$ cat config.mk
export PLATFORM = sky130hd
export DESIGN_NAME = addressable_led_spi_frame_encoder
export DESIGN_NICKNAME = d
export VERILOG_FILES = /design/src/hdl/alsfe_pkg.sv /design/src/hdl/alsfe_color_store.sv /design/src/hdl/addressable_led_spi_frame_encoder.sv
export VERILOG_INCLUDE_DIRS = /design/src /design/src/hdl
export SDC_FILE = /design/constraint.sdc
export NUM_CORES = 2
export LEC_CHECK = 0
export ABC_AREA = 1
export BUFFER_PORTS_ARGS = -buffer_cell sky130_fd_sc_hd__buf_2
export CAP_MARGIN = 25
export CORE_MARGIN = 3
export CORE_UTILIZATION = 62
export CTS_CLUSTER_DIAMETER = 60
export DETAILED_ROUTE_END_ITERATION = 8
export PLACE_DENSITY = 0.78
export RECOVER_POWER = 50
export SYNTH_ARGS = -nofsm -noshare
export SYNTH_HDL_FRONTEND = slang
export SYNTH_HIERARCHICAL = 1
export SYNTH_SLANG_ARGS = --single-unit
export TNS_END_PERCENT = 50
$ cat constraint.sdc
create_clock -name i_clk -period 7 [get_ports i_clk]
set_input_delay 1.05 -clock i_clk [delete_from_list [all_inputs] [get_ports i_clk]]
set_output_delay 1.05 -clock i_clk [all_outputs]
set_load 0.005 [all_outputs]
$ cat src/hdl/addressable_led_spi_frame_encoder_assert.svh
// Assertion macros for the LED frame encoder.
// Used by the top level; expects i_clk and i_rst_n in scope.
`ifndef ADDRESSABLE_LED_SPI_FRAME_ENCODER_ASSERT_SVH
`define ADDRESSABLE_LED_SPI_FRAME_ENCODER_ASSERT_SVH

// Same-cycle implication, checked outside reset
`define ALSFE_ASSERT_NOW(label, ante, cons) \
    label: assert property (@(posedge i_clk) disable iff (!i_rst_n) (ante) |-> (cons)) \
        else $error("alsfe assertion failed");

// Next-cycle implication, checked outside reset
`define ALSFE_ASSERT_NEXT(label, ante, cons) \
    label: assert property (@(posedge i_clk) disable iff (!i_rst_n) (ante) |=> (cons)) \
        else $error("alsfe assertion failed");

`endif

$ cat src/hdl/alsfe_pkg.sv
// Shared types, constants and encoding functions for the LED frame encoder.
// No dependencies.
package alsfe_pkg;

    // String length and derived widths
    localparam int LED_COUNT = 72;
    localparam int LED_IDX_W = (LED_COUNT > 1) ? $clog2(LED_COUNT) : 1;
    localparam logic [LED_IDX_W:0]   LED_COUNT_V = (LED_IDX_W + 1)'(LED_COUNT);
    localparam logic [LED_IDX_W-1:0] LED_LAST    = LED_IDX_W'(LED_COUNT - 1);

    // Field widths
    localparam int CMD_W   = 2;
    localparam int POS_W   = 16;
    localparam int COLOR_W = 24;
    localparam int WORD_W  = 16;
    localparam int LATCH_W = 12;
    localparam int WCUR_W  = 3;

    localparam logic [LATCH_W-1:0] LATCH_RESET = LATCH_W'(3024);
    localparam logic [WCUR_W-1:0]  LAST_WORD   = WCUR_W'(5);

    // Position reduction: quotient by reciprocal multiply, exact for 16-bit positions
    localparam int MOD_SHIFT    = POS_W + $clog2(LED_COUNT);
    localparam int MOD_MULT_W   = POS_W + 1;
    localparam int MOD_PROD_W   = 48;
    localparam int MOD_MULT_INT = ((1 << MOD_SHIFT) + LED_COUNT - 1) / LED_COUNT;
    localparam logic [MOD_MULT_W-1:0] MOD_MULT = MOD_MULT_W'(MOD_MULT_INT);

    // Commands
    typedef enum logic [CMD_W-1:0] {
        CMD_WRITE = 2'd0,
        CMD_FILL  = 2'd1,
        CMD_REQ   = 2'd2
    } t_cmd;

    // Request bundle toward the color store
    typedef struct packed {
        logic                 wr_en;
        logic                 fill_en;
        logic                 rd_en;
        logic [LED_IDX_W-1:0] wr_addr;
        logic [LED_IDX_W-1:0] rd_addr;
        logic [COLOR_W-1:0]   color;
    } t_store_req;

    // Pick the nibble sent in a given word of an LED: G, R, B, high nibble first
    function automatic logic [3:0] nibble_of(input logic [COLOR_W-1:0] color,
                                             input logic [WCUR_W-1:0]  wsel);
        logic [3:0] nib;
        case (wsel)
            3'd0:    nib = color[15:12];
            3'd1:    nib = color[11:8];
            3'd2:    nib = color[23:20];
            3'd3:    nib = color[19:16];
            3'd4:    nib = color[7:4];
            default: nib = color[3:0];
        endcase
        return nib;
    endfunction

    // Each bit b becomes the line symbol 1,b,0,0, first bit on top
    function automatic logic [WORD_W-1:0] encode_nibble(input logic [3:0] nib);
        logic [WORD_W-1:0] word;
        for (int k = 0; k < 4; k++) begin
            word[WORD_W-1-4*k -: 4] = {1'b1, nib[3-k], 2'b00};
        end
        return word;
    endfunction

endpackage

$ cat src/hdl/alsfe_color_store.sv
// Color store: one synchronous RAM word per LED plus per-entry written bits
// and a fill color, so a fill clears only the written bits. Uses alsfe_pkg.
module alsfe_color_store (
    input  logic                          i_clk,
    input  logic                          i_rst_n,
    input  alsfe_pkg::t_store_req         i_req,
    output logic [alsfe_pkg::COLOR_W-1:0] o_rd_color
);

    logic [alsfe_pkg::COLOR_W-1:0] mem [alsfe_pkg::LED_COUNT];
    logic [alsfe_pkg::LED_COUNT-1:0] r_written;
    logic [alsfe_pkg::COLOR_W-1:0]   r_fill_color;
    logic [alsfe_pkg::COLOR_W-1:0]   r_rd_data;
    logic                            r_rd_hit;

    // RAM write and registered read
    always_ff @(posedge i_clk) begin
        if (i_req.wr_en) begin
            mem[i_req.wr_addr] <= i_req.color;
        end
        if (i_req.rd_en) begin
            r_rd_data <= mem[i_req.rd_addr];
        end
    end

    // Written bits and fill color; an unwritten entry reads as the fill color
    always_ff @(posedge i_clk) begin
        if (!i_rst_n) begin
            r_written    <= '0;
            r_fill_color <= '0;
            r_rd_hit     <= 1'b0;
        end else begin
            if (i_req.fill_en) begin
                r_written    <= '0;
                r_fill_color <= i_req.color;
            end else if (i_req.wr_en) begin
                r_written[i_req.wr_addr] <= 1'b1;
            end
            if (i_req.rd_en) begin
                r_rd_hit <= r_written[i_req.rd_addr];
            end
        end
    end

    assign o_rd_color = r_rd_hit ? r_rd_data : r_fill_color;

endmodule

$ cat src/hdl/addressable_led_spi_frame_encoder.sv
// Top level of the addressable LED frame encoder: command FSM, cursors, output word.
// Depends on alsfe_pkg, alsfe_color_store and addressable_led_spi_frame_encoder_assert.svh.
//
//  channel   handshake           payload
//  -------   -----------------   ---------------------------------
//  input     i_valid / o_stall   i_command, i_position, i_color
//  output    o_valid / i_stall   o_spi_word, o_frame_last
//  config    i_cfg_we            i_cfg_data (latch_words)
//
// Fill completes on accept; write does the quotient multiply on accept, then the
// remainder and RAM write in S_WR. Word request: RAM read on accept, then encode into
// the output register in S_RESP, which holds while a previous word sits unread there.
// One command is in flight at a time; o_stall is high while it is being worked.
// Synchronous active-low reset clears cursors, store to dark, latch_words to 3024.
`include "addressable_led_spi_frame_encoder_assert.svh"

module addressable_led_spi_frame_encoder (
    input  logic                          i_clk,
    input  logic                          i_rst_n,
    input  logic                          i_valid,
    output logic                          o_stall,
    input  logic [alsfe_pkg::CMD_W-1:0]   i_command,
    input  logic [alsfe_pkg::POS_W-1:0]   i_position,
    input  logic [alsfe_pkg::COLOR_W-1:0] i_color,
    output logic                          o_valid,
    input  logic                          i_stall,
    output logic [alsfe_pkg::WORD_W-1:0]  o_spi_word,
    output logic                          o_frame_last,
    input  logic                          i_cfg_we,
    input  logic [alsfe_pkg::LATCH_W-1:0] i_cfg_data
);

    typedef enum logic [1:0] {
        S_IDLE,
        S_WR,
        S_RESP
    } t_state;

    t_state                          r_state;
    logic [alsfe_pkg::LATCH_W-1:0]   r_latch_words;
    logic [alsfe_pkg::LED_IDX_W-1:0] r_led_cursor;
    logic [alsfe_pkg::WCUR_W-1:0]    r_word_cursor;
    logic [alsfe_pkg::LATCH_W-1:0]   r_latch_count;
    logic                            r_in_latch;
    logic                            r_o_valid;
    logic [alsfe_pkg::WORD_W-1:0]    r_spi_word;
    logic                            r_frame_last;
    logic [alsfe_pkg::POS_W-1:0]     r_pos;
    logic [alsfe_pkg::POS_W-1:0]     r_quot;
    logic [alsfe_pkg::COLOR_W-1:0]   r_color;

    logic                            w_accept;
    logic                            w_slot_free;
    alsfe_pkg::t_cmd                 w_cmd;
    logic [alsfe_pkg::MOD_PROD_W-1:0] w_prod;
    logic [alsfe_pkg::POS_W-1:0]     w_qn;
    logic [alsfe_pkg::POS_W-1:0]     w_rem;
    logic [alsfe_pkg::LATCH_W:0]     n_latch_count;
    logic [alsfe_pkg::COLOR_W-1:0]   w_rd_color;
    alsfe_pkg::t_store_req           w_req;

    assign w_accept    = i_valid && (r_state == S_IDLE);
    assign w_slot_free = !r_o_valid || !i_stall;
    assign w_cmd       = alsfe_pkg::t_cmd'(i_command);

    // Position modulo LED count: quotient on accept, remainder in S_WR
    assign w_prod = alsfe_pkg::MOD_PROD_W'(i_position)
                  * alsfe_pkg::MOD_PROD_W'(alsfe_pkg::MOD_MULT);
    assign w_qn   = r_quot * alsfe_pkg::POS_W'(alsfe_pkg::LED_COUNT);
    assign w_rem  = r_pos - w_qn;

    assign n_latch_count = {1'b0, r_latch_count} + 1'b1;

    // Store requests
    always_comb begin
        w_req         = '0;
        w_req.rd_addr = r_led_cursor;
        w_req.wr_addr = w_rem[alsfe_pkg::LED_IDX_W-1:0];
        w_req.color   = (r_state == S_WR) ? r_color : i_color;
        w_req.wr_en   = (r_state == S_WR);
        w_req.fill_en = w_accept && (w_cmd == alsfe_pkg::CMD_FILL);
        w_req.rd_en   = w_accept && (w_cmd == alsfe_pkg::CMD_REQ);
    end

    alsfe_color_store u_store (
        .i_clk      (i_clk),
        .i_rst_n    (i_rst_n),
        .i_req      (w_req),
        .o_rd_color (w_rd_color)
    );

    // Payload captured on accept
    always_ff @(posedge i_clk) begin
        if (w_accept) begin
            r_pos   <= i_position;
            r_quot  <= alsfe_pkg::POS_W'(w_prod >> alsfe_pkg::MOD_SHIFT);
            r_color <= i_color;
        end
    end

    // Command FSM, frame cursors and output word
    always_ff @(posedge i_clk) begin
        if (!i_rst_n) begin
            r_state       <= S_IDLE;
            r_latch_words <= alsfe_pkg::LATCH_RESET;
            r_led_cursor  <= '0;
            r_word_cursor <= '0;
            r_latch_count <= '0;
            r_in_latch    <= 1'b0;
            r_o_valid     <= 1'b0;
            r_spi_word    <= '0;
            r_frame_last  <= 1'b0;
        end else begin
            if (i_cfg_we) begin
                r_latch_words <= i_cfg_data;
            end
            // output word valid: set when a word is produced, cleared when taken
            if ((r_state == S_RESP) && w_slot_free) begin
                r_o_valid <= 1'b1;
            end else if (!i_stall) begin
                r_o_valid <= 1'b0;
            end
            unique case (r_state)
                S_IDLE: begin
                    if (w_accept) begin
                        unique case (w_cmd)
                            alsfe_pkg::CMD_WRITE: r_state <= S_WR;
                            alsfe_pkg::CMD_REQ:   r_state <= S_RESP;
                            default:              r_state <= S_IDLE;
                        endcase
                    end
                end
                S_WR: begin
                    r_state <= S_IDLE;
                end
                S_RESP: begin
                    if (w_slot_free) begin
                        r_state   <= S_IDLE;
                        if (r_in_latch) begin
                            // latch gap: zero words, last one flagged
                            r_spi_word <= '0;
                            if (n_latch_count >= {1'b0, r_latch_words}) begin
                                r_frame_last  <= 1'b1;
                                r_in_latch    <= 1'b0;
                                r_latch_count <= '0;
                            end else begin
                                r_frame_last  <= 1'b0;
                                r_latch_count <= n_latch_count[alsfe_pkg::LATCH_W-1:0];
                            end
                        end else begin
                            r_spi_word   <= alsfe_pkg::encode_nibble(
                                alsfe_pkg::nibble_of(w_rd_color, r_word_cursor));
                            r_frame_last <= 1'b0;
                            if (r_word_cursor == alsfe_pkg::LAST_WORD) begin
                                r_word_cursor <= '0;
                                if (r_led_cursor == alsfe_pkg::LED_LAST) begin
                                    r_led_cursor  <= '0;
                                    r_latch_count <= '0;
                                    r_in_latch    <= (r_latch_words != '0);
                                end else begin
                                    r_led_cursor <= r_led_cursor + 1'b1;
                                end
                            end else begin
                                r_word_cursor <= r_word_cursor + 1'b1;
                            end
                        end
                    end
                end
                default: r_state <= S_IDLE;
            endcase
        end
    end

    assign o_stall      = (r_state != S_IDLE);
    assign o_valid      = r_o_valid;
    assign o_spi_word   = r_spi_word;
    assign o_frame_last = r_frame_last;

    // Checks
    `ALSFE_ASSERT_NOW(a_last_is_zero, o_valid && o_frame_last, o_spi_word == '0)
    `ALSFE_ASSERT_NOW(a_word_symbols, o_valid,
        ((o_spi_word & 16'h3333) == '0) &&
        (((o_spi_word & 16'h8888) == 16'h8888) || (o_spi_word == '0)))
    `ALSFE_ASSERT_NOW(a_cursor_range, 1'b1,
        ({1'b0, r_led_cursor} < alsfe_pkg::LED_COUNT_V) &&
        (r_word_cursor <= alsfe_pkg::LAST_WORD))
    `ALSFE_ASSERT_NOW(a_rem_range, r_state == S_WR,
        w_rem < alsfe_pkg::POS_W'(alsfe_pkg::LED_COUNT))
    `ALSFE_ASSERT_NEXT(a_req_to_resp, w_accept && (w_cmd == alsfe_pkg::CMD_REQ),
        r_state == S_RESP)

endmodule
Word level (Yosys, flattened, before mapping). Memory sizes are Yosys's and may differ from the RTL's. A register that Yosys moved wholly into a read port is not among the register bits. Index checks and enable logic that the tools add are counted.

Flip-flop bits (word level): 193. Bits in writable memories: 1728. Output and inout port bits: 19. Memories kept: 1.

Memories: u_store.mem (words 72, bits a word 24, rd ports 1, clocked after memory_dff 1, write ports 1, line alsfe_color_store.sv:10) `logic [alsfe_pkg::COLOR_W-1:0] mem [alsfe_pkg::LED_COUNT];`.

$add $sub $neg: 4. Multiply operators: 2. $lt $le $gt $ge: 4. Equal/unequal tests: 13. Mux-type cells: 28. Bitwise gates (word level): 3. Reduce and logical (&&, ||, !) cells: 21.

Operators by type and width (number): 72-bit OR (1); 12-bit two-way mux (4); 24-bit two-way mux (2); 16-bit by 17-bit multiplier with 33-bit output, second input constant (1); 4-bit one-hot mux with 5 select lines (1); 7-bit by 8-bit < comparator with 1-bit output, second input constant (2); 16-bit two-way mux (1); 12-bit by 1-bit adder with 13-bit output, second input constant (1); 13-bit by 12-bit greater-or-equal comparator with 1-bit output (1); 1-bit two-way mux (12); 12-bit nonzero test (1); 10-bit by 4-bit multiplier with 4-bit output, second input constant (1); 2-bit one-hot mux with 2 select lines (2); 4-bit AND reduction (2); 7-bit by 1-bit adder with 7-bit output, second input constant (1); 1-bit binary-select mux with 7-bit select (1); 1-bit demux with 7-bit select (1); 7-bit equality test, second input constant (1); 7-bit by 1-bit greater-or-equal comparator with 1-bit output, second input constant (1); 7-bit two-way mux (1); 7-bit subtractor (1); 3-bit by 2-bit equality test with 1-bit output, second input constant (2); 3-bit equality test, second input constant (2); 2-bit nonzero test (3); 17 further kinds (29).

Logic depth before layout (Yosys ltp).
Word-level depth: 7. Mapped depth: 23. Depth with buffers taken out: 23.

By module. Netlist, hierarchy kept.

Modules (own cells, without submodules): alsfe_color_store (instances 1, cells an instance 6378, area each 74174.9 um^2, sequential area each 54552.3 um^2); addressable_led_spi_frame_encoder (instances 1, cells an instance 1009, area each 8285.4 um^2, sequential area each 1931.9 um^2).

Worst setup path after synthesis. Ideal clock, no wire load.

Kind: in2reg. Start: input port i_position[13] (netlist bit). End: register r_quot[1] (netlist bit), data pin. Library setup time: 0.252 ns. Data arrival time: 5.186 ns. Slack: 1.561 ns. Stages: 19. Cells stage by stage: fa_1 fa_1 inv_1 fa_1 xnor2_1 ha_1 a21oi_1 fa_1 fa_1 inv_1 ha_1 a21oi_1 or2_2 nand2_1 or2_2 a21oi_1 nand2_1 nand2_1 nand2_1.

Longest elaborated chain between the ends: 1.

RTL lines: from (decl) (line addressable_led_spi_frame_encoder.sv:23) `input logic [alsfe_pkg::POS_W-1:0] i_position,`; 16-bit by 17-bit multiplier with 33-bit output (line addressable_led_spi_frame_encoder.sv:68) `* alsfe_pkg::MOD_PROD_W'(alsfe_pkg::MOD_MULT);`; via w_prod (one bit) (line addressable_led_spi_frame_encoder.sv:55) `logic [alsfe_pkg::MOD_PROD_W-1:0] w_prod;`; to (signal assigned) (line addressable_led_spi_frame_encoder.sv:96) `r_quot <= alsfe_pkg::POS_W'(w_prod >> alsfe_pkg::MOD_SHIFT);`; to (decl) (line addressable_led_spi_frame_encoder.sv:49) `logic [alsfe_pkg::POS_W-1:0] r_quot;`.

The timed path passes the listed nets, and every way through them passes these cells. A chain may end at the register's enable or synchronous reset.

==> impl_metrics.json <==
{
  "multi_input_area_mm2": 0.0229,
  "antenna_found_initial": 5,
  "cts_resized": 0,
  "p_leak_uw": 0.0329,
  "clk_latency_ns": 0.83,
  "hold_slack_ns": 0.426,
  "async_flop_share": 0,
  "cap_violations": 48,
  "period_share": 0.860,
  "synthToLayoutAreaGrowth_pct": 9.10,
  "min_period_ns": 6.02,
  "htreeDepth": 4,
  "grt_pass1_vias": 54462,
  "cts_tree": "built",
  "ir_worst_vdd_v": 0.000228,
  "cts_buffers": 187,
  "clkTransAtPathRegs_ns": 0.07,
  "synth.avg_cell_area_um2": 11.2,
  "dp_hpwl_um": 117000,
  "crit_type": "reg2reg",
  "synthFlopType": "edfxtp_1",
  "tns_ns": 0,
  "yosysTopAreaCell": "edfxtp_1",
  "use_met3": 0.0674,
  "crit_family": "buffers and inverters",
  "cts_setup_buffers": 0,
  "drt-initial-drc-count": 8881,
  "min_path_type": "in2reg",
  "cp_data_arrival_time_ns": 6.04,
  "rsz0062_at_grt": "no",
  "dr.pass1.iters": 8,
  "wl_um": 221000,
  "dr_total_vias": 57100,
  "placementRows": 133,
  "synth_top_area_share": 0.651,
  "setup.worst_path.end_class": "register",
  "synth_area_leaders": "edfxtp_1, nand2_1, nand3_1",
  "portBuffers": 69,
  "grt_max_degree": 301,
  "outcome": "complete, but fails checks",
  "finalHoldViolCount": 0,
  "initial_core_util": 0.626,
  "grt_usage": 0.319,
  "register_area_mm2": 0.0565,
  "fill_cells": 9120,
  "critical_path.max_fanout": 73,
  "top_usage_layer": "met2",
  "crit_path_top_delay_cell": "clkbuf_1",
  "cp_data_required_time_ns": 7.02,
  "setup_viol": 0,
  "core_area_mm2": 0.132,
  "gp_congestion": 0.875,
  "use_met2": 0.491,
  "grt_pass1_wl_um": 328000,
  "cts_max_path_buffers": 3,
  "powerDensity_mw_per_mm2": 282,
  "start_kind": "register",
  "nNetsFinal": 7616,
  "drc": 0,
  "synth_area_mm2": 0.0825,
  "die-area_mm2": 0.137,
  "netlist_instances": 7387,
  "io_pins": 78,
  "cts_root_buffer": "clkbuf_16",
  "slew_headroom": -1.70,
  "die_w_um": 371,
  "tightestPinTransition_ns": 4.04,
  "dieHeight_um": 371,
  "critical_path_buf_inv_count": 4,
  "grt_use_met1": 0.440,
  "max_freq_ghz": 0.166,
  "wire_per_inst_um": 23.8,
  "synth_most_common_cell": "nand2_1",
  "globalRouteOverflowTotal": 0,
  "skew_ns": 0.0436,
  "numClockSinks": 1928,
  "violations": "max-capacitance violations, max-slew violations",
  "drive_gt1_frac": 0.0705,
  "netlist_top_cells_count": "nand2_1, edfxtp_1, nand3_1, nor2_1, inv_1",
  "yosysSeqAreaShare": 0.685,
  "slew_violations": 2541,
  "ant_nets": 0,
  "path_cells": "inv_1, nor2_1, clkbuf_1, inv_1, nand2_1, nand2_2, clkbuf_1",
  "ys_warn_count": 6,
  "hold_buffers": 0,
  "max_stage_delay_ns": 2.82,
  "viasPerCell": 6.16,
  "synth_cell_types": 46,
  "synth_seq_cells": 1928,
  "synth-edff-count": 1787
}
worst register-to-register path, stage by stage (launching register included):
cell and delay, ns:
dfxtp_1 0.31, inv_1 0.08, nor2_1 0.06, clkbuf_1 0.62, inv_1 0.99, nand2_1 0.16, nand2_2 0.09, clkbuf_1 2.82
stage by stage:
stage,power [uW],instance area [um2],instances,setup WS (ns),utilization
finish,25400,90000,9276,0.982,0.683
global route,26300,90000,9273,0.795,0.683
CTS,25500,90200,9273,1.83,0.684
detailed placement,16000,84300,8924,0.979,0.640
global placement,15900,84300,8924,0.952,0.640
floorplan,15000,82500,7394,1.56,-
routing by layer:
layer / part of all wire / routed length (um)
met1: 0.37 / 81600
met2: 0.46 / 101000
met3: 0.12 / 27200
met4: 0.050 / 11100
met5: 0.00030 / 66
where the power goes:
| group | internal (uW) | leakage, uW | switching (uW) |
|---|---|---|---|
| combinational | 965 | 0.0128 | 2030 |
| clock | 5370 | 0.00286 | 4270 |
| sequential | 12800 | 0.0172 | 28.3 |
sequential cells by signal (all words and copies together) (netlist names):
name                  cells
o_frame_last              1
r_latch_count            12
u_store/r_fill_color     24
o_spi_word                5
r_pos                     7
r_latch_words            12
r_color                  24
o_valid                   1
r_in_latch                1
r_state                   2
u_store/r_rd_data        24
u_store/r_written        72
u_store/r_rd_hit          1
r_quot                    4
r_led_cursor              7
r_word_cursor             3
u_store/mem            1728
cell usage in the layout (no fill, tap or decap), types with 21 or more instances in the layout:
cell type,n
clkbuf_2,22
clkinv_2,29
ha_1,125
nor3_1,21
buf_2,37
clkbuf_1,112
nand4_1,23
nand3_1,1370
a31oi_1,24
clkinv_1,41
dfxtp_1,137
nor2_1,317
buf_4,85
clkbuf_16,191
o22ai_1,49
edfxtp_1,1787
inv_1,298
a21oi_1,112
fa_1,74
o21ai_0,174
nand2_2,29
nand2_1,2267
nor2_2,70
cell families (layout without fill, tap and decap cells):
logic type      after synthesis  after routing  share of synthesized area
other cells                   1             11                  0.0000455
fa+ha+maj                   199            199                     0.0369
compound gates              379            379                     0.0247
flops                      1928           1928                      0.685
xor+xnor                     18             18                    0.00191
buf+inv                     742            866                     0.0407
simple gates               4120           4120                      0.211
worst paths after layout:
path	start	to	slack, ns	cells after the start
max	r_state[0]$_SDFFE_PN0P_	u_store/mem[55][7]$_DFFE_PP_	0.98	7
min	i_color[6]	r_color[6]$_DFFE_PP_	0.43	1
max reg2reg	r_state[0]$_SDFFE_PN0P_	u_store/mem[55][7]$_DFFE_PP_	0.98	7
min reg2reg	u_store/r_fill_color[5]$_SDFFE_PN0P_	u_store/r_fill_color[5]$_SDFFE_PN0P_	0.45	2
area by class of cell:
cell class                      count  share of cell area
Sequential cell                  1928               0.628
Antenna cell                        3           0.0000834
Inverter                          306              0.0134
Tap cell                         1755              0.0244
Multi-Input combinational cell   4724               0.254
Clock buffer                      257              0.0571
Timing Repair Buffer              211              0.0150
Clock inverter                     92             0.00786
No activity file was read; power rests on OpenSTA's default activity.
